==> config.mk <==
export PLATFORM = sky130hd
export DESIGN_NAME = utf8_text_validator
export DESIGN_NICKNAME = d
export VERILOG_FILES = /design/src/utv_pkg.sv /design/src/utv_step.sv /design/src/utf8_text_validator.sv
export SDC_FILE = /design/constraint.sdc
export NUM_CORES = 1
export LEC_CHECK = 0
export ABC_AREA = 1
export BUFFER_PORTS_ARGS = -buffer_cell sky130_fd_sc_hd__clkbuf_2
export CAP_MARGIN = 25
export CORE_MARGIN = 4
export CORE_UTILIZATION = 40
export DETAILED_ROUTE_END_ITERATION = 8
export PLACE_DENSITY_LB_ADDON = 0.15
export SYNTH_ARGS = -nofsm -noshare
export SYNTH_HDL_FRONTEND = slang
export SYNTH_SLANG_ARGS = --single-unit
==> constraint.sdc <==
create_clock -name clk -period 4.4 [get_ports clk]
set_input_delay 0.88 -clock clk [delete_from_list [all_inputs] [get_ports clk]]
set_output_delay 0.88 -clock clk [all_outputs]
set_load 0.03 [all_outputs]
==> src/utv_pkg.sv <==
// Shared types, codes and byte constants for the UTF-8 text validator.
package utv_pkg;

	// Verdict reason codes
	localparam logic [2:0] REASON_OK    = 3'd0;
	localparam logic [2:0] REASON_EMPTY = 3'd1;
	localparam logic [2:0] REASON_LONG  = 3'd2;
	localparam logic [2:0] REASON_BAD   = 3'd3;
	localparam logic [2:0] REASON_CTRL  = 3'd4;

	// Bound on the next continuation byte
	localparam logic [2:0] RULE_NONE    = 3'd0;
	localparam logic [2:0] RULE_GE_A0   = 3'd1;
	localparam logic [2:0] RULE_LT_A0   = 3'd2;
	localparam logic [2:0] RULE_GE_90   = 3'd3;
	localparam logic [2:0] RULE_LT_90   = 3'd4;

	localparam int unsigned CNT_W = 17;
	localparam logic [CNT_W-1:0] CNT_SAT = 17'h1FFFF;

	localparam int unsigned CFG_W = 16;
	localparam logic [CFG_W-1:0] CFG_RST = 16'd4096;

	localparam logic [7:0] B_TAB      = 8'h09;
	localparam logic [7:0] B_LF       = 8'h0A;
	localparam logic [7:0] B_SPACE    = 8'h20;
	localparam logic [7:0] B_ASCII_HI = 8'h7F;
	localparam logic [7:0] B_CONT_MSK = 8'hC0;
	localparam logic [7:0] B_CONT_TAG = 8'h80;
	localparam logic [7:0] B_L2_LO    = 8'hC2;
	localparam logic [7:0] B_L2_HI    = 8'hDF;
	localparam logic [7:0] B_L3_LO    = 8'hE0;
	localparam logic [7:0] B_L3_HI    = 8'hEF;
	localparam logic [7:0] B_SURR     = 8'hED;
	localparam logic [7:0] B_L4_LO    = 8'hF0;
	localparam logic [7:0] B_L4_HI    = 8'hF4;
	localparam logic [7:0] B_A0       = 8'hA0;
	localparam logic [7:0] B_90       = 8'h90;

	// Per-message decoder state
	typedef struct packed {
		logic [1:0] pending;
		logic [2:0] rule;
		logic       enc_err;
		logic       ctrl_seen;
	} msg_state_t;

endpackage

==> src/utv_step.sv <==
// Next-state logic of the UTF-8 decoder for one message byte.
module utv_step (
	input  utv_pkg::msg_state_t cur,
	input  logic [7:0]          data_byte,
	input  logic                has_byte,
	output utv_pkg::msg_state_t nxt
);

	logic is_ctrl;
	logic bad_cont;

	assign is_ctrl = (data_byte < utv_pkg::B_SPACE) && (data_byte != utv_pkg::B_TAB)
		&& (data_byte != utv_pkg::B_LF);

	always_comb begin
		bad_cont = (data_byte & utv_pkg::B_CONT_MSK) != utv_pkg::B_CONT_TAG;
		case (cur.rule)
			utv_pkg::RULE_GE_A0: bad_cont = bad_cont || (data_byte < utv_pkg::B_A0);
			utv_pkg::RULE_LT_A0: bad_cont = bad_cont || (data_byte >= utv_pkg::B_A0);
			utv_pkg::RULE_GE_90: bad_cont = bad_cont || (data_byte < utv_pkg::B_90);
			utv_pkg::RULE_LT_90: bad_cont = bad_cont || (data_byte >= utv_pkg::B_90);
			default: ;
		endcase
	end

	always_comb begin
		nxt = cur;
		if (has_byte) begin
			if (is_ctrl)
				nxt.ctrl_seen = 1'b1;
			if (cur.pending != 2'd0) begin
				nxt.rule = utv_pkg::RULE_NONE;
				if (bad_cont) begin
					nxt.enc_err = 1'b1;
					nxt.pending = 2'd0;
				end else begin
					nxt.pending = cur.pending - 2'd1;
				end
			end else if (data_byte <= utv_pkg::B_ASCII_HI) begin
				// plain ASCII: nothing to track
			end else if (data_byte >= utv_pkg::B_L2_LO && data_byte <= utv_pkg::B_L2_HI) begin
				nxt.pending = 2'd1;
				nxt.rule    = utv_pkg::RULE_NONE;
			end else if (data_byte >= utv_pkg::B_L3_LO && data_byte <= utv_pkg::B_L3_HI) begin
				nxt.pending = 2'd2;
				if (data_byte == utv_pkg::B_L3_LO)
					nxt.rule = utv_pkg::RULE_GE_A0;
				else if (data_byte == utv_pkg::B_SURR)
					nxt.rule = utv_pkg::RULE_LT_A0;
				else
					nxt.rule = utv_pkg::RULE_NONE;
			end else if (data_byte >= utv_pkg::B_L4_LO && data_byte <= utv_pkg::B_L4_HI) begin
				nxt.pending = 2'd3;
				if (data_byte == utv_pkg::B_L4_LO)
					nxt.rule = utv_pkg::RULE_GE_90;
				else if (data_byte == utv_pkg::B_L4_HI)
					nxt.rule = utv_pkg::RULE_LT_90;
				else
					nxt.rule = utv_pkg::RULE_NONE;
			end else begin
				nxt.enc_err = 1'b1;
			end
		end
	end

endmodule

==> src/utf8_text_validator.sv <==
// Top level of the streaming UTF-8 text validator with length limit.
//
// Channel   Direction  Handshake          Beat contents
// in        sink       in_valid/in_stall  data_byte, has_byte, last
// out       source     out_valid/out_stall done_res, accepted, reason
// cfg       sink       max_bytes_we       max_bytes (16 bit limit)
//
// One beat in, one beat out; a new beat is taken every cycle when out is not stalled.
// Two registers lie on the path: the input register, then decode and verdict into the result register.
// The per-byte decode plus one 17-bit compare against the limit sets the cycle time.
// Reset clears message state and both valid flags; limit loads min(4096, LIMIT_MAX).
// A stall on out holds the result register and, if a beat waits in the input
// register, stalls in as well; otherwise in keeps flowing into the input register.
module utf8_text_validator #(
	parameter int unsigned LIMIT_MAX = 65535
) (
	input  logic                       clk,
	input  logic                       arst_n,
	input  logic                       max_bytes_we,
	input  logic [utv_pkg::CFG_W-1:0]  max_bytes,
	input  logic                       in_valid,
	output logic                       in_stall,
	input  logic [7:0]                 data_byte,
	input  logic                       has_byte,
	input  logic                       last,
	output logic                       out_valid,
	input  logic                       out_stall,
	output logic                       done_res,
	output logic                       accepted,
	output logic [2:0]                 reason
);

	// Effective limit never exceeds the 16-bit register range
	localparam int unsigned LIM_CAP = (LIMIT_MAX < 65535) ? LIMIT_MAX : 65535;
	localparam int unsigned LIM_W   = $clog2(LIM_CAP + 1);
	localparam int unsigned LIM_RST = (LIM_CAP < 4096) ? LIM_CAP : 4096;

	logic [LIM_W-1:0]          limit_q;

	logic                      valid_s1;
	logic [7:0]                byte_s1;
	logic                      has_s1;
	logic                      last_s1;

	utv_pkg::msg_state_t       st_q;
	utv_pkg::msg_state_t       st_nxt;
	logic [utv_pkg::CNT_W-1:0] count_q;
	logic [utv_pkg::CNT_W-1:0] count_nxt;

	logic                      out_valid_q;
	logic                      done_q;
	logic                      acc_q;
	logic [2:0]                reason_q;

	logic                      advance;
	logic [2:0]                reason_nxt;

	// Clamp the limit when it is written so the verdict path only compares
	always_ff @(posedge clk or negedge arst_n) begin
		if (!arst_n) begin
			limit_q <= LIM_W'(LIM_RST);
		end else if (max_bytes_we) begin
			if (max_bytes > 16'(LIM_CAP))
				limit_q <= LIM_W'(LIM_CAP);
			else
				limit_q <= LIM_W'(max_bytes);
		end
	end

	// Result register moves when it is empty or being taken
	assign advance  = !out_valid_q || !out_stall;
	assign in_stall = valid_s1 && !advance;

	// Input register
	always_ff @(posedge clk or negedge arst_n) begin
		if (!arst_n) begin
			valid_s1 <= 1'b0;
		end else if (!in_stall) begin
			valid_s1 <= in_valid;
		end
	end

	always_ff @(posedge clk) begin
		if (in_valid && !in_stall) begin
			byte_s1 <= data_byte;
			has_s1  <= has_byte;
			last_s1 <= last;
		end
	end

	utv_step u_step (
		.cur       (st_q),
		.data_byte (byte_s1),
		.has_byte  (has_s1),
		.nxt       (st_nxt)
	);

	// Saturating byte count
	assign count_nxt = (has_s1 && count_q != utv_pkg::CNT_SAT) ? count_q + 1'b1 : count_q;

	// Verdict with priority empty, too long, bad encoding, control byte
	always_comb begin
		if (count_nxt == '0)
			reason_nxt = utv_pkg::REASON_EMPTY;
		else if (count_nxt > utv_pkg::CNT_W'(limit_q))
			reason_nxt = utv_pkg::REASON_LONG;
		else if (st_nxt.enc_err || st_nxt.pending != 2'd0)
			reason_nxt = utv_pkg::REASON_BAD;
		else if (st_nxt.ctrl_seen)
			reason_nxt = utv_pkg::REASON_CTRL;
		else
			reason_nxt = utv_pkg::REASON_OK;
	end

	// Message state: advance on every beat, drop everything after the last one
	always_ff @(posedge clk or negedge arst_n) begin
		if (!arst_n) begin
			st_q    <= '0;
			count_q <= '0;
		end else if (valid_s1 && advance) begin
			if (last_s1) begin
				st_q    <= '0;
				count_q <= '0;
			end else begin
				st_q    <= st_nxt;
				count_q <= count_nxt;
			end
		end
	end

	// Result register
	always_ff @(posedge clk or negedge arst_n) begin
		if (!arst_n) begin
			out_valid_q <= 1'b0;
		end else if (advance) begin
			out_valid_q <= valid_s1;
		end
	end

	always_ff @(posedge clk) begin
		if (valid_s1 && advance) begin
			done_q   <= last_s1;
			acc_q    <= last_s1 && (reason_nxt == utv_pkg::REASON_OK);
			reason_q <= last_s1 ? reason_nxt : utv_pkg::REASON_OK;
		end
	end

	assign out_valid = out_valid_q;
	assign done_res  = done_q;
	assign accepted  = acc_q;
	assign reason    = reason_q;

	// A verdict accepts exactly when its reason is clean
	a_acc_matches_reason: assert property (@(posedge clk) disable iff (!arst_n)
		out_valid_q && done_q |-> acc_q == (reason_q == utv_pkg::REASON_OK))
		else $error("accepted disagrees with reason");

	// A mid-message beat carries no verdict
	a_idle_result_clean: assert property (@(posedge clk) disable iff (!arst_n)
		out_valid_q && !done_q |-> !acc_q && reason_q == utv_pkg::REASON_OK)
		else $error("non-final beat carries a verdict");

	// The last beat of a message leaves the decoder empty
	a_clear_after_last: assert property (@(posedge clk) disable iff (!arst_n)
		valid_s1 && advance && last_s1 |=> count_q == '0 && st_q == '0)
		else $error("message state not cleared after last beat");

	// Stall in only while a beat waits in the input register
	a_stall_only_full: assert property (@(posedge clk) disable iff (!arst_n)
		in_stall |-> valid_s1 && out_valid_q)
		else $error("input stalled with room to move");

endmodule

### After elaboration in Yosys (flattened, before gate mapping)

Index checks and enable logic that the tools add are counted.

| word-level totals | value |
|---|---|
| bits in registers | 57 |
| bits of input ports | 31 |
| output and inout bits | 7 |
| logic and storage cells | 95 |

| cells by class | value |
|---|---|
| reductions and logical operators | 27 |
| $lt $le $gt $ge | 14 |
| mux-type cells | 25 |
| $add $sub $neg | 2 |
| equality and inequality tests | 13 |

Operators with widths:

| operator | number |
|---|---|
| 8-bit >= comparator, second input constant | 5 |
| 17-bit two-way mux | 2 |
| 8-bit == test, second input constant | 4 |
| 8-bit <= comparator, second input constant | 3 |
| 3-bit two-way mux | 7 |
| 17-bit by 1-bit adder with 17-bit output, second input constant | 1 |
| 17-bit by 16-bit > comparator with 1-bit output | 1 |
| 17-bit zero test | 1 |
| 17-bit != test, second input constant | 1 |
| 16-bit > comparator, second input constant | 1 |
| 8-bit < comparator, second input constant | 2 |
| 16-bit two-way mux | 1 |
| 8-bit by 4-bit != test with 1-bit output, second input constant | 2 |
| 5-bit two-way mux | 3 |
| 7-bit two-way mux | 2 |
| 6-bit two-way mux | 2 |
| 1-bit logical AND | 10 |
| 8-bit by 7-bit <= comparator with 1-bit output, second input constant | 1 |
| 8-bit by 6-bit < comparator with 1-bit output, second input constant | 1 |
| 3-bit by 2-bit == test with 1-bit output, second input constant | 2 |
| 1-bit logical OR | 6 |
| 2-bit nonzero test | 3 |
| 1-bit two-way mux | 5 |
| 5-bit nonzero test | 1 |
| other kinds (10) | 14 |

### Longest topological paths before layout

| depth | value |
|---|---|
| depth in word-level cells | 16 |
| mapped depth | 26 |
| mapped depth without buffers | 26 |

### Modules after synthesis

From an unflattened synthesis, not the netlist that was laid out.

| second synthesis, totals | value |
|---|---|
| cells, all modules | 467 |
| area, all modules | 3,611.0 µm² |

By module, submodules not included:

| module | area an instance (µm²) | seq. area each (µm²) | cells an instance | times used |
|---|---|---|---|---|
| utf8_text_validator | 3,189.3 | 1,502.7 | 379 | 1 |
| utv_step | 421.7 | 0.0 | 88 | 1 |

### Least setup slack after synthesis

OpenSTA, ideal clock, no wires.

| timing | value |
|---|---|
| path type | register to register |
| start point | register count_q[0] (netlist bit) |
| end point | register acc_q (netlist: accepted), data pin |
| required time | 4,147 ps |
| arrival time | 3,003 ps |
| clock period less this slack | 3,256 ps |
| setup time | 253 ps |
| setup slack | 1,144 ps |
| stages on the path, launching flop included | 24 |
| path buffers | 0 |
| path through | dfrtp_1 > ha_1 > inv_1 > nor2_1 > inv_1 > nor2_4 > and3_1 > ha_1 > inv_2 > nand3_2 > nor2_2 > nand3_2 > nor2_1 > nand2_1 > xor2_1 > ha_1 > nand4_1 > nor2_1 > o21ai_0 > a21boi_0 > o21bai_1 > nand3_1 > nor2_1 > nor2_1 |

| between the ends | value |
|---|---|
| word-level cells in the longest chain between the ends | 8 |
| elaborated cells between the ends (all ways) | 10 |
| classes of those cells | add/sub (1); order compare (1); eq/ne (1); mux (3); reduce/logical (4) |

RTL lines:

| item | RTL line | RTL |
|---|---|---|
| start: declaration | utf8_text_validator.sv:47 | `logic [utv_pkg::CNT_W-1:0] count_q;` |
| start signal: assignment | utf8_text_validator.sv:126 | `count_q <= count_nxt;` |
| parallel branches: the longest is 2 deep, another holds 17-bit by 1-bit adder with 17-bit output | -- |  |
| 17-bit two-way mux (*) | utf8_text_validator.sv:99 | `assign count_nxt = (has_s1 && count_q != utv_pkg::CNT_SAT) ? count_q + 1'b1 : count_q;` |
| 17-bit by 16-bit > comparator with 1-bit output | utf8_text_validator.sv:105 | `else if (count_nxt > utv_pkg::CNT_W'(limit_q))` |
| 3-bit two-way mux | utf8_text_validator.sv:105 |  |
| 3-bit two-way mux (*) | utf8_text_validator.sv:103 | `if (count_nxt == '0)` |
| 3-bit zero test (*) | utf8_text_validator.sv:143 | `acc_q <= last_s1 && (reason_nxt == utv_pkg::REASON_OK);` |
| 1-bit logical AND (*) | utf8_text_validator.sv:143 |  |
| end signal: assignment | utf8_text_validator.sv:143 |  |
| end: declaration | utf8_text_validator.sv:52 | `logic acc_q;` |

Every way passes the cells marked *.
A chain may end at the register's enable or synchronous reset.

### Worst setup path after layout

Ends and elaborated chain as after synthesis.

==> summary.txt <==
Outcome
  • Outcome: complete, no violations

Global routing
  • Total track usage: 16.3%
  • M1 GR Usage: 24.8%
  • Busiest layer in global routing: met1
  • M2 GR Usage: 23.2%
  • Largest net degree at the start of global routing: 43
  • First-pass GRT wire length: 13.0 mm
  • Grt met3 use: 2.56%
  • Vias in the first global route: 2,698
  • Initial antenna violation count: 0
  • Global route total overflow: 0

Clock network
  • CTS tree: yes
  • H-tree depth: 3
  • CTS max path bufs: 2
  • CTS resizes: 0
  • Clk slew on worst S/H paths: 70 ps
  • Root Buffer: clkbuf_8
  • Worst-Skew Late Latency: 340 ps
  • Total setup buffers inserted after CTS: 0
  • CTS Sinks: 57
  • Num CTS Buffers: 9
  • Cts hold-fix bufs: 0

Yosys
  • Async S/R FF share, synth: 73.7%
  • Ys flop type: dfrtp_1
  • Post-synthesis instance area: 0.00344 mm²
  • Synth top area share: 29.8%
  • EDFF count, synth: 15
  • Post-Syn Nets: 496
  • YS warnings: 0
  • Synth Instances: 446
  • Synth Register Bits: 57
  • Most frequent cells after synthesis: nand2_1 (116), inv_1 (71), dfrtp_1 (41)
  • Post-synthesis sequential area ratio: 43.7%
  • Biggest area consumer among synthesized cells: dfrtp_1
  • Post-synth cell types: 32
  • Synth area leaders: dfrtp_1 (30%), edfxtp_1 (13%), nand2_1 (13%), inv_1 (7.8%), ha_1 (6.9%)
  • Most frequent cell after synthesis: nand2_1
  • Syn_area_per_cell: 7.71 µm²

Critical path
  • CP Cell Sequence: ha_1 > inv_1 > nor2_1 > inv_1 > nor2_4 > and3_1 > ha_1 > inv_2 > nand3_2 > nor2_2 > nand3_2 > nor2_1 > nand2_1 > xor2_1 > ha_1 > nand4_1 > nor2_1 > o21ai_0 > a21boi_0 > o21bai_1 > nand3_1 > nor2_1 > nor2_1
  • Arrival time worst endpoint: 3820 ps
  • CP required: 4490 ps
  • CP max stage cell: dfrtp_1
  • Setup CP Type: reg2reg
  • CP max FO: 5
  • CP bufs+invs: 3
  • Critical Path Start Type: flop
  • Worst stage delay on the critical path: 430 ps
  • CP endpoint kind: flop
  • CP most frequent cell: nor2_1
  • Crit-path leading delay family: simple AND/OR/NAND/NOR gates

Timing
  • Slew HR: 58.1%
  • Final Hold Violating Endpoints: 0
  • Slew Viols, Final: 0
  • Setup-failing EPs final: 0
  • Crit share post-route: 84.8%
  • RSZ-0062 raised after global routing: no
  • Maximum clock rate: 268 MHz
  • Hold_ws: 481 ps
  • Worst Tran Pin Value: 622 ps
  • Setup Skew: 8.12 ps
  • Final setup TNS: 0 ps
  • Fin crit period: 3730 ps

Detailed routing
  • Residual DRC: 0
  • Final wirelength: 7.63 mm
  • Antenna Nets Post-Route: 0
  • Via count: 2,941
  • Starting DRC count in detailed routing: 125
  • DRT Pass-1 Iters: 5
  • Per-cell routed wire length: 12.7 µm
  • Vias per cell: 4.91

Floorplanning
  • Starting Density: 41.4%
  • Top Ports: 38
  • DIE HEIGHT: 101 µm
  • Chip Width: 101 µm
  • Die area: 0.0101 mm²
  • Row count: 33
  • Core Area: 0.00830 mm²

Finish
  • Post-Layout Cell Count: 599
  • Share of layout cells above drive strength 1: 15.6%
  • # diodes: 0
  • Final net count: 539
  • Area grow syn2layout: 13.9%

Worst hold path
  • Hold crit path type: reg2reg

Power
  • Peak VDD IR: 200 µV
  • LEAKAGE: 1.96 nW
  • Cell Pwr Density: 365 mW/mm²

Placement
  • Final HPWL DP: 5.81 mm
  • Placer Congestion: 0.863
  • # placed instances: 583
  • Port Buffers: 37

Job
  • Max Cap Violations: 0
[cell usage in the layout (no fill, tap or decap), drive strengths merged]
cell type,Yosys,routed
dfstp,1,1
o21bai,2,2
and3,2,2
clkinv,1,5
o21ai,39,39
o41ai,1,1
a31oi,1,1
nand4,9,9
nor4,3,3
a21boi,1,1
nor2,41,41
a21oi,14,14
mux2,1,1
buf,2,3
clkinvlp,0,2
nand3b,2,2
inv,75,75
nor3,8,8
nand2,120,120
nand3,27,27
bufinv,0,1
ha,19,19
xor2,3,3
edfxtp,15,15
dfrtp,41,41
o22ai,12,12
clkbuf,6,46
[per-stage QoR]
step           setup WS (ps)  total power [mW]  instance area [µm²]  utilization (%)
2_1_floorplan           1140             0.870                 3440                -
5_1_grt                  289              1.53                 3920             47.2
4_1_cts                  666              1.45                 3920             47.2
6_report                 668              1.43                 3920             47.2
3_5_place_dp             714             0.966                 3730             45.0
3_3_place_gp             804             0.959                 3730             45.0
[final cells by class]
| cell class | instances | area (µm²) |
|---|---|---|
| multi-input cells | 305 | 1600 |
| well taps | 105 | 131 |
| repair buffers | 40 | 208 |
| clock buffers | 9 | 124 |
| fillers | 815 | 4380 |
| clock inverters | 7 | 61.3 |
| flip-flops and latches | 57 | 1500 |
| inverters | 76 | 287 |
[worst register-to-register path, cell delays in order, from the launching register on]
cell and delay [ps]:
dfrtp_1 430, ha_1 250, inv_1 60, nor2_1 50, inv_1 80, nor2_4 50
and3_1 140, ha_1 230, inv_2 110, nand3_2 100, nor2_2 160, nand3_2 80
nor2_1 90, nand2_1 60, xor2_1 260, ha_1 300, nand4_1 140, nor2_1 60
o21ai_0 70, a21boi_0 100, o21bai_1 340, nand3_1 160, nor2_1 110, nor2_1 60
[path summary, 6_finish.rpt]
check,start,to,slack [ps],cells past startpoint
max,count_q[0]$_DFFE_PN0P_,accepted$_DFFE_PP_,670,23
min,valid_s1$_DFFE_PN0N_,out_valid$_DFFE_PN0N_,480,2
max reg2reg,count_q[0]$_DFFE_PN0P_,accepted$_DFFE_PP_,670,23
min reg2reg,valid_s1$_DFFE_PN0N_,out_valid$_DFFE_PN0N_,480,2
max in group asynchronous,arst_n,count_q[1]$_DFFE_PN0P_,3420,2
min in group asynchronous,arst_n,limit_q[7]$_DFFE_PN0P_,610,2
[flip-flops by register name (all words and copies together), names as in the netlist]
register	count
count_q	17
limit_q	16
byte_s1	8
st_q	7
reason	3
accepted	1
done_res	1
has_s1	1
last_s1	1
out_valid	1
valid_s1	1
[cell families (layout without fill, tap and decap cells)]
kind of cell    count (synthesis)  after routing  share of synthesized area [%]
fa+ha+maj                      19             19                           6.91
mux                             1              1                          0.327
simple gates                  212            212                           27.5
buf+inv                        84            132                           9.64
compound gates                 70             70                           11.1
xor+xnor                        3              3                          0.764
flops                          57             57                           43.7
[per-layer routing]
| metal | vias up | wire length [µm] |
|---|---|---|
| li1 | 1540 | - |
| met5 | - | 0 |
| met2 | 55 | 3280 |
| met3 | 10 | 271 |
| met4 | 0 | 123 |
| met1 | 1336 | 3950 |
[power by group]
group	internal, mW	switching, mW	total, mW
Clock	0.255	0.221	0.476
Sequential	0.601	0.0332	0.634
Combinational	0.109	0.211	0.321
Note: power is estimated with default switching activity, not from simulation.
